### src/sv/mese_pkg.sv
// Shared types and operation codes for the media extract/saturate/extend unit.
// No dependencies.
package mese_pkg;

  typedef logic [3:0] cmd_t;

  localparam cmd_t CMD_SBFX   = 4'd0;
  localparam cmd_t CMD_UBFX   = 4'd1;
  localparam cmd_t CMD_SSAT   = 4'd2;
  localparam cmd_t CMD_USAT   = 4'd3;
  localparam cmd_t CMD_SSAT16 = 4'd4;
  localparam cmd_t CMD_USAT16 = 4'd5;
  localparam cmd_t CMD_SXTB   = 4'd6;
  localparam cmd_t CMD_UXTB   = 4'd7;
  localparam cmd_t CMD_SXTH   = 4'd8;
  localparam cmd_t CMD_UXTH   = 4'd9;
  localparam cmd_t CMD_SXTB16 = 4'd10;
  localparam cmd_t CMD_UXTB16 = 4'd11;

  // Largest meaningful extract or saturate width
  localparam logic [5:0] MAX_WIDTH = 6'd32;

  typedef struct packed {
    cmd_t        cmd;
    logic [31:0] operand;
    logic [4:0]  lsb;
    logic [5:0]  field_width;
    logic [4:0]  shift_amount;
    logic        shift_arith;
    logic [5:0]  sat_width;
    logic [1:0]  rotate_bytes;
  } item_t;

  typedef struct packed {
    logic [31:0] result;
    logic        sat_flag;
    logic        neg_flag;
    logic        zero_flag;
    logic        flags_valid;
  } res_t;

endpackage

### src/sv/media_extract_saturate_extend_unit_top.sv
// Top level of the media extract/saturate/extend unit: three-stage pipeline.
// Depends on mese_pkg and mese_sat_lane.
// A result word passes through the stage 1, stage 2 and output registers before it
// is offered on res.
// Throughput: one word per cycle; each stage advances when the next one is
// empty or moving, so a stalled output holds the pipe without loss.
// Reset: synchronous, clears the stage valid bits; payload is not reset.
module media_extract_saturate_extend_unit_top (
  input  logic           clk,
  input  logic           rst,
  input  logic           item_valid,
  output logic           item_ready,
  input  mese_pkg::item_t item,
  output logic           res_valid,
  input  logic           res_ready,
  output mese_pkg::res_t  res
);
  import mese_pkg::*;

  typedef struct packed {
    cmd_t        cmd;
    logic [31:0] word;
    logic [5:0]  fw;
    logic [5:0]  sat;
  } s1_t;

  typedef struct packed {
    logic [31:0] result;
    logic        sat_flag;
    logic        flags_valid;
  } s2_t;

  logic  v1, v2, v3;
  logic  en1, en2, en3;
  s1_t   s1, s1_next;
  s2_t   s2, s2_next;
  res_t  s3, s3_next;

  // Stall chain: a stage loads when it is empty or its contents move on
  assign en3        = !v3 || res_ready;
  assign en2        = !v2 || en3;
  assign en1        = !v1 || en2;
  assign item_ready = en1;
  assign res_valid  = v3;
  assign res        = s3;

  // Stage 1: shift or rotate the operand
  logic [63:0] rot_pair;
  assign rot_pair = {item.operand, item.operand} >> {item.rotate_bytes, 3'b000};

  always_comb begin
    s1_next.cmd = item.cmd;
    s1_next.fw  = (item.field_width > MAX_WIDTH) ? MAX_WIDTH : item.field_width;
    s1_next.sat = item.sat_width;
    case (item.cmd) inside
      CMD_SBFX, CMD_UBFX: begin
        s1_next.word = item.operand >> item.lsb;
      end
      CMD_SSAT, CMD_USAT: begin
        if (item.shift_arith) begin
          s1_next.word = 32'($signed(item.operand) >>> item.shift_amount);
        end else begin
          s1_next.word = item.operand << item.shift_amount;
        end
      end
      CMD_SSAT16, CMD_USAT16: begin
        s1_next.word = item.operand << item.shift_amount[1:0];
      end
      CMD_SXTB, CMD_UXTB, CMD_SXTH, CMD_UXTH, CMD_SXTB16, CMD_UXTB16: begin
        s1_next.word = rot_pair[31:0];
      end
      default: begin
        s1_next.word = 32'd0;
      end
    endcase
  end

  // Stage 2: extract masking, saturation lanes, extends
  logic [31:0] lane_a_in, lane_b_in, lane_a_out, lane_b_out;
  logic        lane_a_q, lane_b_q;
  logic        lane_unsigned;
  logic [31:0] fmask;
  logic [4:0]  sign_idx;
  logic        fsign;
  logic [31:0] w;

  assign w             = s1.word;
  assign lane_unsigned = (s1.cmd == CMD_USAT) || (s1.cmd == CMD_USAT16);
  assign lane_a_in     = ((s1.cmd == CMD_SSAT) || (s1.cmd == CMD_USAT)) ?
                         w : {{16{w[15]}}, w[15:0]};
  assign lane_b_in     = {{16{w[31]}}, w[31:16]};

  mese_sat_lane u_lane_a (
    .value         (lane_a_in),
    .width         (s1.sat),
    .unsigned_mode (lane_unsigned),
    .result        (lane_a_out),
    .clamped       (lane_a_q)
  );

  mese_sat_lane u_lane_b (
    .value         (lane_b_in),
    .width         (s1.sat),
    .unsigned_mode (lane_unsigned),
    .result        (lane_b_out),
    .clamped       (lane_b_q)
  );

  assign fmask    = (s1.fw == MAX_WIDTH) ? 32'hFFFF_FFFF : ~(32'hFFFF_FFFF << s1.fw[4:0]);
  assign sign_idx = 5'(s1.fw - 6'd1);
  assign fsign    = w[sign_idx];

  always_comb begin
    s2_next.sat_flag    = 1'b0;
    s2_next.flags_valid = 1'b0;
    case (s1.cmd) inside
      CMD_SBFX, CMD_UBFX: begin
        s2_next.flags_valid = 1'b1;
        if (s1.fw == 6'd0) begin
          s2_next.result = 32'd0;
        end else if ((s1.cmd == CMD_SBFX) && fsign) begin
          s2_next.result = (w & fmask) | ~fmask;
        end else begin
          s2_next.result = w & fmask;
        end
      end
      CMD_SSAT, CMD_USAT: begin
        s2_next.result   = lane_a_out;
        s2_next.sat_flag = lane_a_q;
      end
      CMD_SSAT16, CMD_USAT16: begin
        s2_next.result   = {lane_b_out[15:0], lane_a_out[15:0]};
        s2_next.sat_flag = lane_a_q || lane_b_q;
      end
      CMD_SXTB:   s2_next.result = {{24{w[7]}}, w[7:0]};
      CMD_UXTB:   s2_next.result = {24'd0, w[7:0]};
      CMD_SXTH:   s2_next.result = {{16{w[15]}}, w[15:0]};
      CMD_UXTH:   s2_next.result = {16'd0, w[15:0]};
      CMD_SXTB16: s2_next.result = {{8{w[23]}}, w[23:16], {8{w[7]}}, w[7:0]};
      CMD_UXTB16: s2_next.result = {8'd0, w[23:16], 8'd0, w[7:0]};
      default: begin
        s2_next.result = 32'd0;
      end
    endcase
  end

  // Stage 3: condition flags
  always_comb begin
    s3_next.result      = s2.result;
    s3_next.sat_flag    = s2.sat_flag;
    s3_next.flags_valid = s2.flags_valid;
    s3_next.neg_flag    = s2.flags_valid && s2.result[31];
    s3_next.zero_flag   = s2.flags_valid && (s2.result == 32'd0);
  end

  // Advance valid bits
  always_ff @(posedge clk) begin
    if (rst) begin
      v1 <= 1'b0;
      v2 <= 1'b0;
      v3 <= 1'b0;
    end else begin
      if (en1) v1 <= item_valid;
      if (en2) v2 <= v1;
      if (en3) v3 <= v2;
    end
  end

  // Advance payload
  always_ff @(posedge clk) begin
    if (en1) s1 <= s1_next;
    if (en2) s2 <= s2_next;
    if (en3) s3 <= s3_next;
  end

  // A held stage keeps its word
  a_s1_hold: assert property (@(posedge clk) disable iff (rst)
    (v1 && !en2) |=> (v1 && $stable(s1)))
    else $error("stage 1 word changed while stalled");

  // Saturation is raised only by saturating operations
  a_q_source: assert property (@(posedge clk) disable iff (rst)
    (v1 && s2_next.sat_flag) |-> ((s1.cmd == CMD_SSAT) || (s1.cmd == CMD_USAT) ||
                                  (s1.cmd == CMD_SSAT16) || (s1.cmd == CMD_USAT16)))
    else $error("saturation flag from a non-saturating operation");

  // N and Z only move for extracts
  a_nz_gate: assert property (@(posedge clk) disable iff (rst)
    (v3 && !s3.flags_valid) |-> (!s3.neg_flag && !s3.zero_flag))
    else $error("N/Z set without flag update");

  // Unsigned saturate of a full word never yields a negative value
  a_usat_pos: assert property (@(posedge clk) disable iff (rst)
    (v1 && (s1.cmd == CMD_USAT)) |-> !s2_next.result[31])
    else $error("unsigned saturate produced a negative result");

endmodule

### src/sv/mese_sat_lane.sv
// One 32-bit signed/unsigned saturation lane.
// Depends on mese_pkg for the width limit.
module mese_sat_lane (
  input  logic [31:0] value,
  input  logic [5:0]  width,
  input  logic        unsigned_mode,
  output logic [31:0] result,
  output logic        clamped
);
  import mese_pkg::*;

  logic [5:0]  ns;
  logic [5:0]  nu;
  logic [4:0]  ns_m1;
  logic [31:0] mask_s;
  logic [31:0] mask_u;
  logic        fits_s;
  logic        over_u;

  // Clip the widths to the legal ranges
  always_comb begin
    if (width == 6'd0) begin
      ns = 6'd1;
    end else if (width > MAX_WIDTH) begin
      ns = MAX_WIDTH;
    end else begin
      ns = width;
    end
    nu = (width > MAX_WIDTH) ? MAX_WIDTH : width;
  end

  // Bits above the kept range, signed and unsigned
  assign ns_m1  = 5'(ns - 6'd1);
  assign mask_s = 32'hFFFF_FFFF << ns_m1;
  assign mask_u = (nu == MAX_WIDTH) ? 32'd0 : (32'hFFFF_FFFF << nu[4:0]);
  assign fits_s = ((value & mask_s) == 32'd0) || ((value & mask_s) == mask_s);
  assign over_u = |(value & mask_u);

  // Clamp to the lower or upper bound
  always_comb begin
    if (unsigned_mode) begin
      if (value[31]) begin
        result  = 32'd0;
        clamped = 1'b1;
      end else if (over_u) begin
        result  = ~mask_u;
        clamped = 1'b1;
      end else begin
        result  = value;
        clamped = 1'b0;
      end
    end else begin
      clamped = !fits_s;
      if (fits_s) begin
        result = value;
      end else if (value[31]) begin
        result = mask_s;
      end else begin
        result = ~mask_s;
      end
    end
  end

endmodule

### config.mk
export PLATFORM = sky130hd
export DESIGN_NAME = media_extract_saturate_extend_unit_top
export DESIGN_NICKNAME = d
export VERILOG_FILES = /design/src/sv/mese_pkg.sv /design/src/sv/media_extract_saturate_extend_unit_top.sv /design/src/sv/mese_sat_lane.sv
export SDC_FILE = /design/constraint.sdc
export NUM_CORES = 1
export LEC_CHECK = 0
export BUFFER_PORTS_ARGS = -buffer_cell sky130_fd_sc_hd__buf_2
export CORE_MARGIN = 5
export CORE_UTILIZATION = 31
export DETAILED_ROUTE_END_ITERATION = 8
export GPL_TIMING_DRIVEN = 0
export SYNTH_ARGS = -nofsm -noshare
export SYNTH_HDL_FRONTEND = slang
export SYNTH_HIERARCHICAL = 1
export SYNTH_SLANG_ARGS = --single-unit
export TNS_END_PERCENT = 1
### constraint.sdc
create_clock -name clk -period 6.7 [get_ports clk]
set_clock_uncertainty 0.1 [all_clocks]
set_input_delay 1.005 -clock clk [delete_from_list [all_inputs] [get_ports clk]]
set_output_delay 1.005 -clock clk [all_outputs]
set_load 0.01 [all_outputs]
* Yosys cells after proc, flatten, opt, wreduce, memory -nomap -nowiden *
Cells that the tools add are included.

word-level totals
  bits in registers = 121
  bits of input ports = 65
  logic and storage cells = 138

cells by class
  $add $sub $neg = 2
  order comparisons = 3
  equal/unequal tests = 26
  shifts and indexed selects = 8
  mux-type cells = 42
  bitwise operators = 10
  reductions and logical operators = 32

operator list
  kind                     number
  $mux W32                 23
  $and A32 B32 Y32         5
  $not A32 Y32             4
  $logic_not A32 Y1        3
  $shl A32 B5 Y32 const A  3
  $mux W16                 5
  $eq A32 B32 Y1           2
  $reduce_or A32 Y1        2
  $shr A64 B5 Y32          1
  $eq A4 B3 Y1 const B     8
  $eq A4 B4 Y1 const B     8
  $or A32 B32 Y32          1
  $shl A32 B2 Y32          1
  $shl A32 B5 Y32          1
  $shr A32 B5 Y32          1
  $sshr A32 B5 Y32         1
  $mux W24                 1
  $eq A4 B2 Y1 const B     4
  $eq A6 B6 Y1 const B     2
  $gt A6 B6 Y1 const B     2
  $logic_not A6 Y1         2
  $reduce_or A2 Y1         6
  $mux W1                  10
  $sub A5 B1 Y5 const B    2
  other kinds (10)         25

* Longest topological paths before layout *
Gate-level depths: netlist of the first run.

  depth after elaboration = 13
  gate-level depth with buffers = 23

* Cells and area by module *
Netlist of the first run, hierarchy kept.

by module, submodules not included
  module                                  instances  cells an instance  area an instance (µm²)
  media_extract_saturate_extend_unit_top  1          1,439              14,072.2
  mese_sat_lane                           2          386                2,501.1

* Worst setup path after synthesis of the first run *
No wires, ideal clock.

  path type = register to register
  start = reg s1[2] (netlist bit)
  end = reg s2[6] (netlist bit), data pin
  setup time = 0.274 ns
  data arrival time = 4.690 ns
  required time = 6.326 ns
  slack = 1.636 ns
  cell stages (with the launch flop) = 22
  clock period less this slack = 5.064 ns
  path through = edfxtp_1 -> clkbuf_1 -> or2_2 -> nor3_1 -> o21ai_0 -> ha_1 -> inv_1 -> ha_1 -> clkbuf_1 -> clkbuf_1 -> o221ai_1 -> a221oi_1 -> o2111ai_1 -> o41ai_4 -> nor2_2 -> buf_6 -> a221o_1 -> mux2_2 -> a22oi_1 -> nor2_1 -> a21oi_1 -> o311ai_2

RTL lines
  what                      line                                           RTL
  start: declaration        media_extract_saturate_extend_unit_top.sv:35   s1_t s1, s1_next;
  start signal: assignment  media_extract_saturate_extend_unit_top.sv:171  if (en1) s1 <= s1_next;
  end signal: assignment    media_extract_saturate_extend_unit_top.sv:172  if (en2) s2 <= s2_next;
  end: declaration          media_extract_saturate_extend_unit_top.sv:36   s2_t s2, s2_next;

==> metrics.md, run 1 <==
| Metric | Value |
|---|---|
| Antenna viol nets, final | `0` |
| Total die area | `0.0651 mm2` |
| Io pins | `103` |
| RePlAce Congestion | `1.04` |
| Reg clk slew, reported paths | `0.06 ns` |
| Row count | `89` |
| Comb pwr share | `47.5%` |
| Post-layout min period | `6.39 ns` |
| Most common cell after layout, fill and taps aside | `nand2_1` |
| Drt pass-1 iters | `6` |
| Post-DP HPWL | `76.9 mm` |
| Pleak | `0.00750 uW` |
| GR Overflow Total | `0` |
| Clock Latency Late Sink | `0.43 ns` |
| Most frequent cells in the layout | `174 x nand2_1, 170 x nor2_1, 169 x clkbuf_1` |
| Reg2Reg Capture Point | `s2[25]` |
| Worst-Margin Slew | `1.40 ns` |
| Wirelength per Cell | `32.3 um` |
| Met2 Use GR | `44.6%` |
| Largest net degree at the start of global routing | `40` |
| Die height | `255 um` |
| Final setup viols | `0` |
| Tcrit/Tclk final | `95.3%` |
| Final instance area | `0.0208 mm2` |
| R2R cell count | `21` |
| Slew margin rel. | `6.35%` |
| DRT iter0 DRCs | `3,146` |
| Peak Freq | `0.157 GHz` |
| Final Net Count | `2,353` |
| Placed Area | `0.0202 mm2` |
| Port bufs | `97` |
| Die X-Extent | `255 um` |
| Cell count of the worst hold path | `0` |
| Worst path arrival time | `6.47 ns` |
| CTS buffer count | `17` |
| Startpoint types | `flop` |
| Layout cell share with drive strength beyond 1 | `20.2%` |
| CP Capture Point | `s2[25]` |
| Max Fanout on Critical Path | `10` |
| Max Cap Viol | `0` |
| CP Data Required Time | `6.78 ns` |
| Sw Ratio | `42.8%` |
| GR peak layer | `met2` |
| Synth Cell Area | `0.0186 mm2` |
| Post-Syn Instances | `2,151` |
| Seq pwr share | `28.4%` |
| DR vias | `21,041` |
| GR Util All Layers | `29.2%` |
| Area Overhead vs Synth | `11.7%` |
| DRC | `0` |
| Fin. max-slew vios | `0` |
| Start point of the worst hold path | `s2[1]` |
| Hold Fails Final Rpt | `0` |
| Worst vdd ir | `0.139 mV` |
| CTS tree | `done` |
| Initial antenna violation count | `3` |
| Mean post-synth cell area | `8.67 um2` |
| Clock Tree Buf Depth | `2` |
| Met3 Usage GRT | `8.21%` |
| Post-Route WL | `98.8 mm` |
| Clk sinks | `121` |
| Crit. Startpoint | `s1[4]` |
| Reg2Reg Setup Slack | `0.31 ns` |
| Depth of the CTS H-tree | `4` |
| CP Class | `reg -> reg` |
| RSZ-0062 raised after global routing | `false` |
| RR Startpoint | `s1[4]` |
| First-pass GRT wire length | `141 mm` |
| Pint | `2230 uW` |
| ANT cells | `0` |
| Via/cell ratio | `6.87` |
| Syn nets | `2,228` |
| GR Util met1 | `38.2%` |
| Status | `complete, no violations` |
| Critical Path Sink Type | `flop` |
| Core Area | `0.0592 mm2` |
| Hold crit path type | `reg -> reg` |
| Psw | `1670 uW` |
| Root buf cell | `clkbuf_16` |
| Ys Warns | `6` |
| PwrDens | `187 mW/mm2` |
| Setup TNS | `0 ns` |
| Vias in the first global route | `19,751` |
| Clk pwr share | `24.0%` |
| Initial Util | `31.5%` |
==> worst max-delay path, stage by stage (launching register included) <==
cell	delay, ns
edfxtp_1	0.61
clkbuf_2	0.33
buf_2	0.29
nor3_1	0.10
o21ai_0	0.29
ha_1	0.39
ha_1	0.19
clkbuf_1	0.50
inv_1	0.28
a221o_1	0.38
a211oi_1	0.25
o31a_1	0.18
nand4_1	0.19
a2111oi_4	0.47
nor2_2	0.17
buf_6	0.18
a221o_1	0.35
mux2_2	0.30
a22oi_1	0.15
o22ai_1	0.15
a31oi_1	0.17
o21ai_0	0.10
==> area by class of cell <==
cell class | instances | area [um2]
buffer | 255 | 1170
tap | 773 | 967
clock inverter | 13 | 166
inverter | 69 | 259
multi-input combinational | 1704 | 13600
timing repair buffer | 108 | 618
sequential | 121 | 3600
fill | 6177 | 38400
clock buffer | 19 | 433
==> what timing repair did <==
item / in CTS / in global routing
setup buffers: 0 / 7
setup endpoints to repair: 0 / 30
gates resized for setup: 0 / 5
endpoints found under the hold margin: 0 / 0
hold buffers: 0 / 0
==> worst min-delay path by stage <==
stage	end	slack [ns]
6_report	res[3]	0.34
5_1_grt	res[3]	0.35
4_1_cts	res[3]	0.33
3_5_place_dp	res[3]	0.32
3_3_place_gp	res[3]	0.31
2_1_floorplan	res[3]	0.30
==> through the flow <==
stage	worst slack, ns	hold slack, ns	std cells	power, uW	util [%]
global placement	0.107	0.309	3021	2880	33.9
floorplan	1.64	0.300	2151	2200	-
detailed placement	0.172	0.323	3025	2880	34.1
CTS	0.145	0.335	3057	3830	35.1
finish	0.314	0.336	3062	3900	35.2
global route	0.0557	0.350	3062	4030	35.2
==> state kept, by name, summed over array words and instances (netlist names) <==
name and cells:
s1 16, v2 1, w 32, s2 34
res 36, v1 1, res_valid 1
==> per-layer routing <==
layer	vias to the layer above	part of all wire (%)	routed length (um)
li1	8747	-	-
met5	-	0	0
met1	10205	38	37900
met4	0	6.6	6520
met3	338	12	12200
met2	1751	43	42200
==> power by group through the flow <==
| stage | logic, uW | registers [uW] | clock network [uW] |
|---|---|---|---|
| after floorplan | 1140 | 1060 | 0 |
| after global placement | 1750 | 1120 | 0 |
| after detailed placement | 1760 | 1120 | 0 |
| after CTS | 1770 | 1100 | 953 |
| after global routing | 1930 | 1120 | 990 |
| final | 1850 | 1110 | 937 |
Note: power is estimated with default switching activity, not from simulation.
==> inputs of run 2 (changes only) <==
--- a/config.mk
+++ b/config.mk
@@ -10,6 +10,7 @@
 export CORE_UTILIZATION = 31
 export DETAILED_ROUTE_END_ITERATION = 8
 export GPL_TIMING_DRIVEN = 0
+export RECOVER_POWER = 100
 export SYNTH_ARGS = -nofsm -noshare
 export SYNTH_HDL_FRONTEND = slang
 export SYNTH_HIERARCHICAL = 1
==> constraint.sdc (replaced) <==
create_clock -name clk -period 7.1 [get_ports clk]
set_clock_uncertainty 0.1 [all_clocks]
set_input_delay 1.065 -clock clk [delete_from_list [all_inputs] [get_ports clk]]
set_output_delay 1.065 -clock clk [all_outputs]
set_load 0.01 [all_outputs]
==> metrics.md, run 2 (synthesis results as in run 1) <==
| Metric | Value |
|---|---|
| Post-Route WL | `99.1 mm (+0.24%)` |
| CP Data Required Time | `7.19 ns (+0.41 ns)` |
| Initial Util | `31.5% (unchanged)` |
| DRT iter0 DRCs | `3,137 (-0.29%)` |
| Status | `finished with violations` |
| PostCTS Resize Cnt | `0 (unchanged)` |
| Post-DP HPWL | `76.9 mm (unchanged)` |
| Post-layout worst setup margin | `0.297 ns (-0.0170 ns)` |
| DRC | `0 (unchanged)` |
| Post-layout min period | `6.80 ns (+0.417 ns)` |
| Die X-Extent | `255 um (unchanged)` |
| Most common cell after layout, fill and taps aside | `clkbuf_1` |
| RSZ-0062 raised after global routing | `false` |
| Setup TNS | `0 ns (unchanged)` |
| Port bufs | `97 (unchanged)` |
| Area Overhead vs Synth | `11.0%` |
| ANT cells | `0 (unchanged)` |
| Initial antenna violation count | `3 (unchanged)` |
| Worst path arrival time | `6.89 ns (+0.42 ns)` |
| Row count | `89 (unchanged)` |
| Placement Setup Slack | `0.572 ns (+0.400 ns)` |
| Max Fanout on Critical Path | `14 (+4)` |
| Failing checks | `capacitance limit, slew limit` |
| Total die area | `0.0651 mm2 (unchanged)` |
| Worst-Margin Slew | `2.23 ns (+0.832 ns)` |
| Layout cell share with drive strength beyond 1 | `17.5% (-2.7 points)` |
| Vias in the first global route | `19,751 (unchanged)` |
| FF/Latch Area | `0.00360 mm2 (unchanged)` |
| CP Class | `reg -> reg` |
| Tcrit/Tclk final | `95.8% (+0.50 points)` |
| Most frequent cells in the layout | `230 x clkbuf_1, 175 x nand2_1, 170 x nor2_1` |
| Largest net degree at the start of global routing | `40 (unchanged)` |
| Placed insts | `3,025 (unchanged)` |
| Max reg flops | `36 (unchanged)` |
| Clk sinks | `121 (unchanged)` |
| Fillers | `6,217 (+0.65%)` |
| Multi-input gate area | `0.0136 mm2 (-0.23%)` |
| Placed Area | `0.0202 mm2 (unchanged)` |
| First-pass GRT wire length | `141 mm (unchanged)` |
| GR Util met1 | `38.2% (unchanged)` |
| Reg2Reg Setup Slack | `0.30 ns (-0.02 ns)` |
| Fin. max-slew vios | `40 (+40)` |
| Startpoint types | `flop` |
| Final Net Count | `2,351 (-0.085%)` |
| Via/cell ratio | `6.88 (+0.16%)` |
| PwrDens | `177 mW/mm2 (-5.4%)` |
| Met3 Usage GRT | `8.21% (unchanged)` |
| Io pins | `103 (unchanged)` |
| Depth of the CTS H-tree | `4 (unchanged)` |
| Slew margin rel. | `-48.9% (-55 points)` |
| Finished Layout Cells | `3,060 (-0.065%)` |
| Die height | `255 um (unchanged)` |
| Final setup viols | `0 (unchanged)` |
| Wirelength per Cell | `32.4 um (+0.31%)` |
| DR vias | `21,061 (+0.095%)` |
| Clock Latency Late Sink | `0.44 ns (about the same)` |
| Core Area | `0.0592 mm2 (unchanged)` |
| Hold crit path type | `reg -> reg` |
| GR Util All Layers | `29.2% (unchanged)` |
| Met2 Use GR | `44.6% (unchanged)` |
| Root buf cell | `clkbuf_16` |
| Final instance area | `0.0207 mm2 (-0.68%)` |
| CTS buffer count | `17 (unchanged)` |
| Worst vdd ir | `0.132 mV (-4.9%)` |
| Drt pass-1 iters | `6 (unchanged)` |
| CTS tree | `done` |
| Hold Fails Final Rpt | `0 (unchanged)` |
| GR peak layer | `met2` |
| Pleak | `0.00727 uW (-3.2%)` |
| Reg clk slew, reported paths | `0.06 ns (about the same)` |
| Clock Tree Buf Depth | `2 (unchanged)` |
| Hold-fix buffers, CTS | `0 (unchanged)` |
| Peak Freq | `0.147 GHz (-6.1%)` |
| Final core occ | `34.9% (-0.24 points)` |
| Number of buffers added for setup after CTS | `0 (unchanged)` |
| Critical Path Sink Type | `flop` |
| GR Overflow Total | `0 (unchanged)` |
| Antenna viol nets, final | `0 (unchanged)` |
| Max Cap Viol | `1 (+1)` |
| RePlAce Congestion | `1.04 (unchanged)` |
## run 2: cell count changes in the layout (fill, tap and decap cells not counted), moves of 2 or more
cell,previous run,this run
clkbuf_1,169,230
buf_2,129,79
buf_1,23,18
buf_4,19,15
and2_0,0,3
and2_1,9,6
clkbuf_2,6,4
## run 2: path summary, 6_finish.rpt
kind                            start      to  depth (start not counted)
worst min-delay path            s2[1]  res[3]                          0
worst max register to register  s1[2]  s2[25]                         21
worst max-delay path            s1[2]  s2[25]                         21
worst min register to register  s2[1]  res[3]                          0
## run 2: final cells by class
class	count	area share, %
multi-input combinational	1704	65.7
sequential	121	17.4
buffer	257	5.63
tap	773	4.68
timing repair buffer	104	2.47
clock buffer	19	2.09
inverter	69	1.25
clock inverter	13	0.805
## run 2: metal layers
metal  vias up  share of wire (%)
met3       340                 13
met4         0                6.4
met2      1795                 43
met5         -                  0
met1     10165                 38
li1       8761                  -
## run 2: power breakdown
part	total [uW]	switching (uW)	internal, uW
sequential	1050	148	900
combinational	1730	1100	636
clock	884	330	554
## run 2: per-stage QoR
stage,total power [uW],hold WS (ns)
after floorplan,2080,0.300
after CTS,3610,0.335
after detailed placement,2720,0.323
final,3660,0.334
after global placement,2710,0.309
after global routing,3790,0.350
## run 2: worst max-delay path, cell delays in order, from the launching register on
cell	delay (ns)
edfxtp_1	0.83
clkbuf_1	0.45
or2_2	0.22
nor3_1	0.05
o21ai_0	0.27
ha_1	0.39
inv_1	0.10
ha_1	0.32
clkbuf_1	0.39
clkbuf_1	0.52
nand3_1	0.32
a21oi_1	0.22
o221ai_1	0.22
o41ai_4	0.60
nor2_2	0.14
buf_6	0.18
a221o_1	0.35
mux2_2	0.29
a22oi_1	0.15
o22ai_1	0.15
a31oi_1	0.17
o21ai_0	0.10
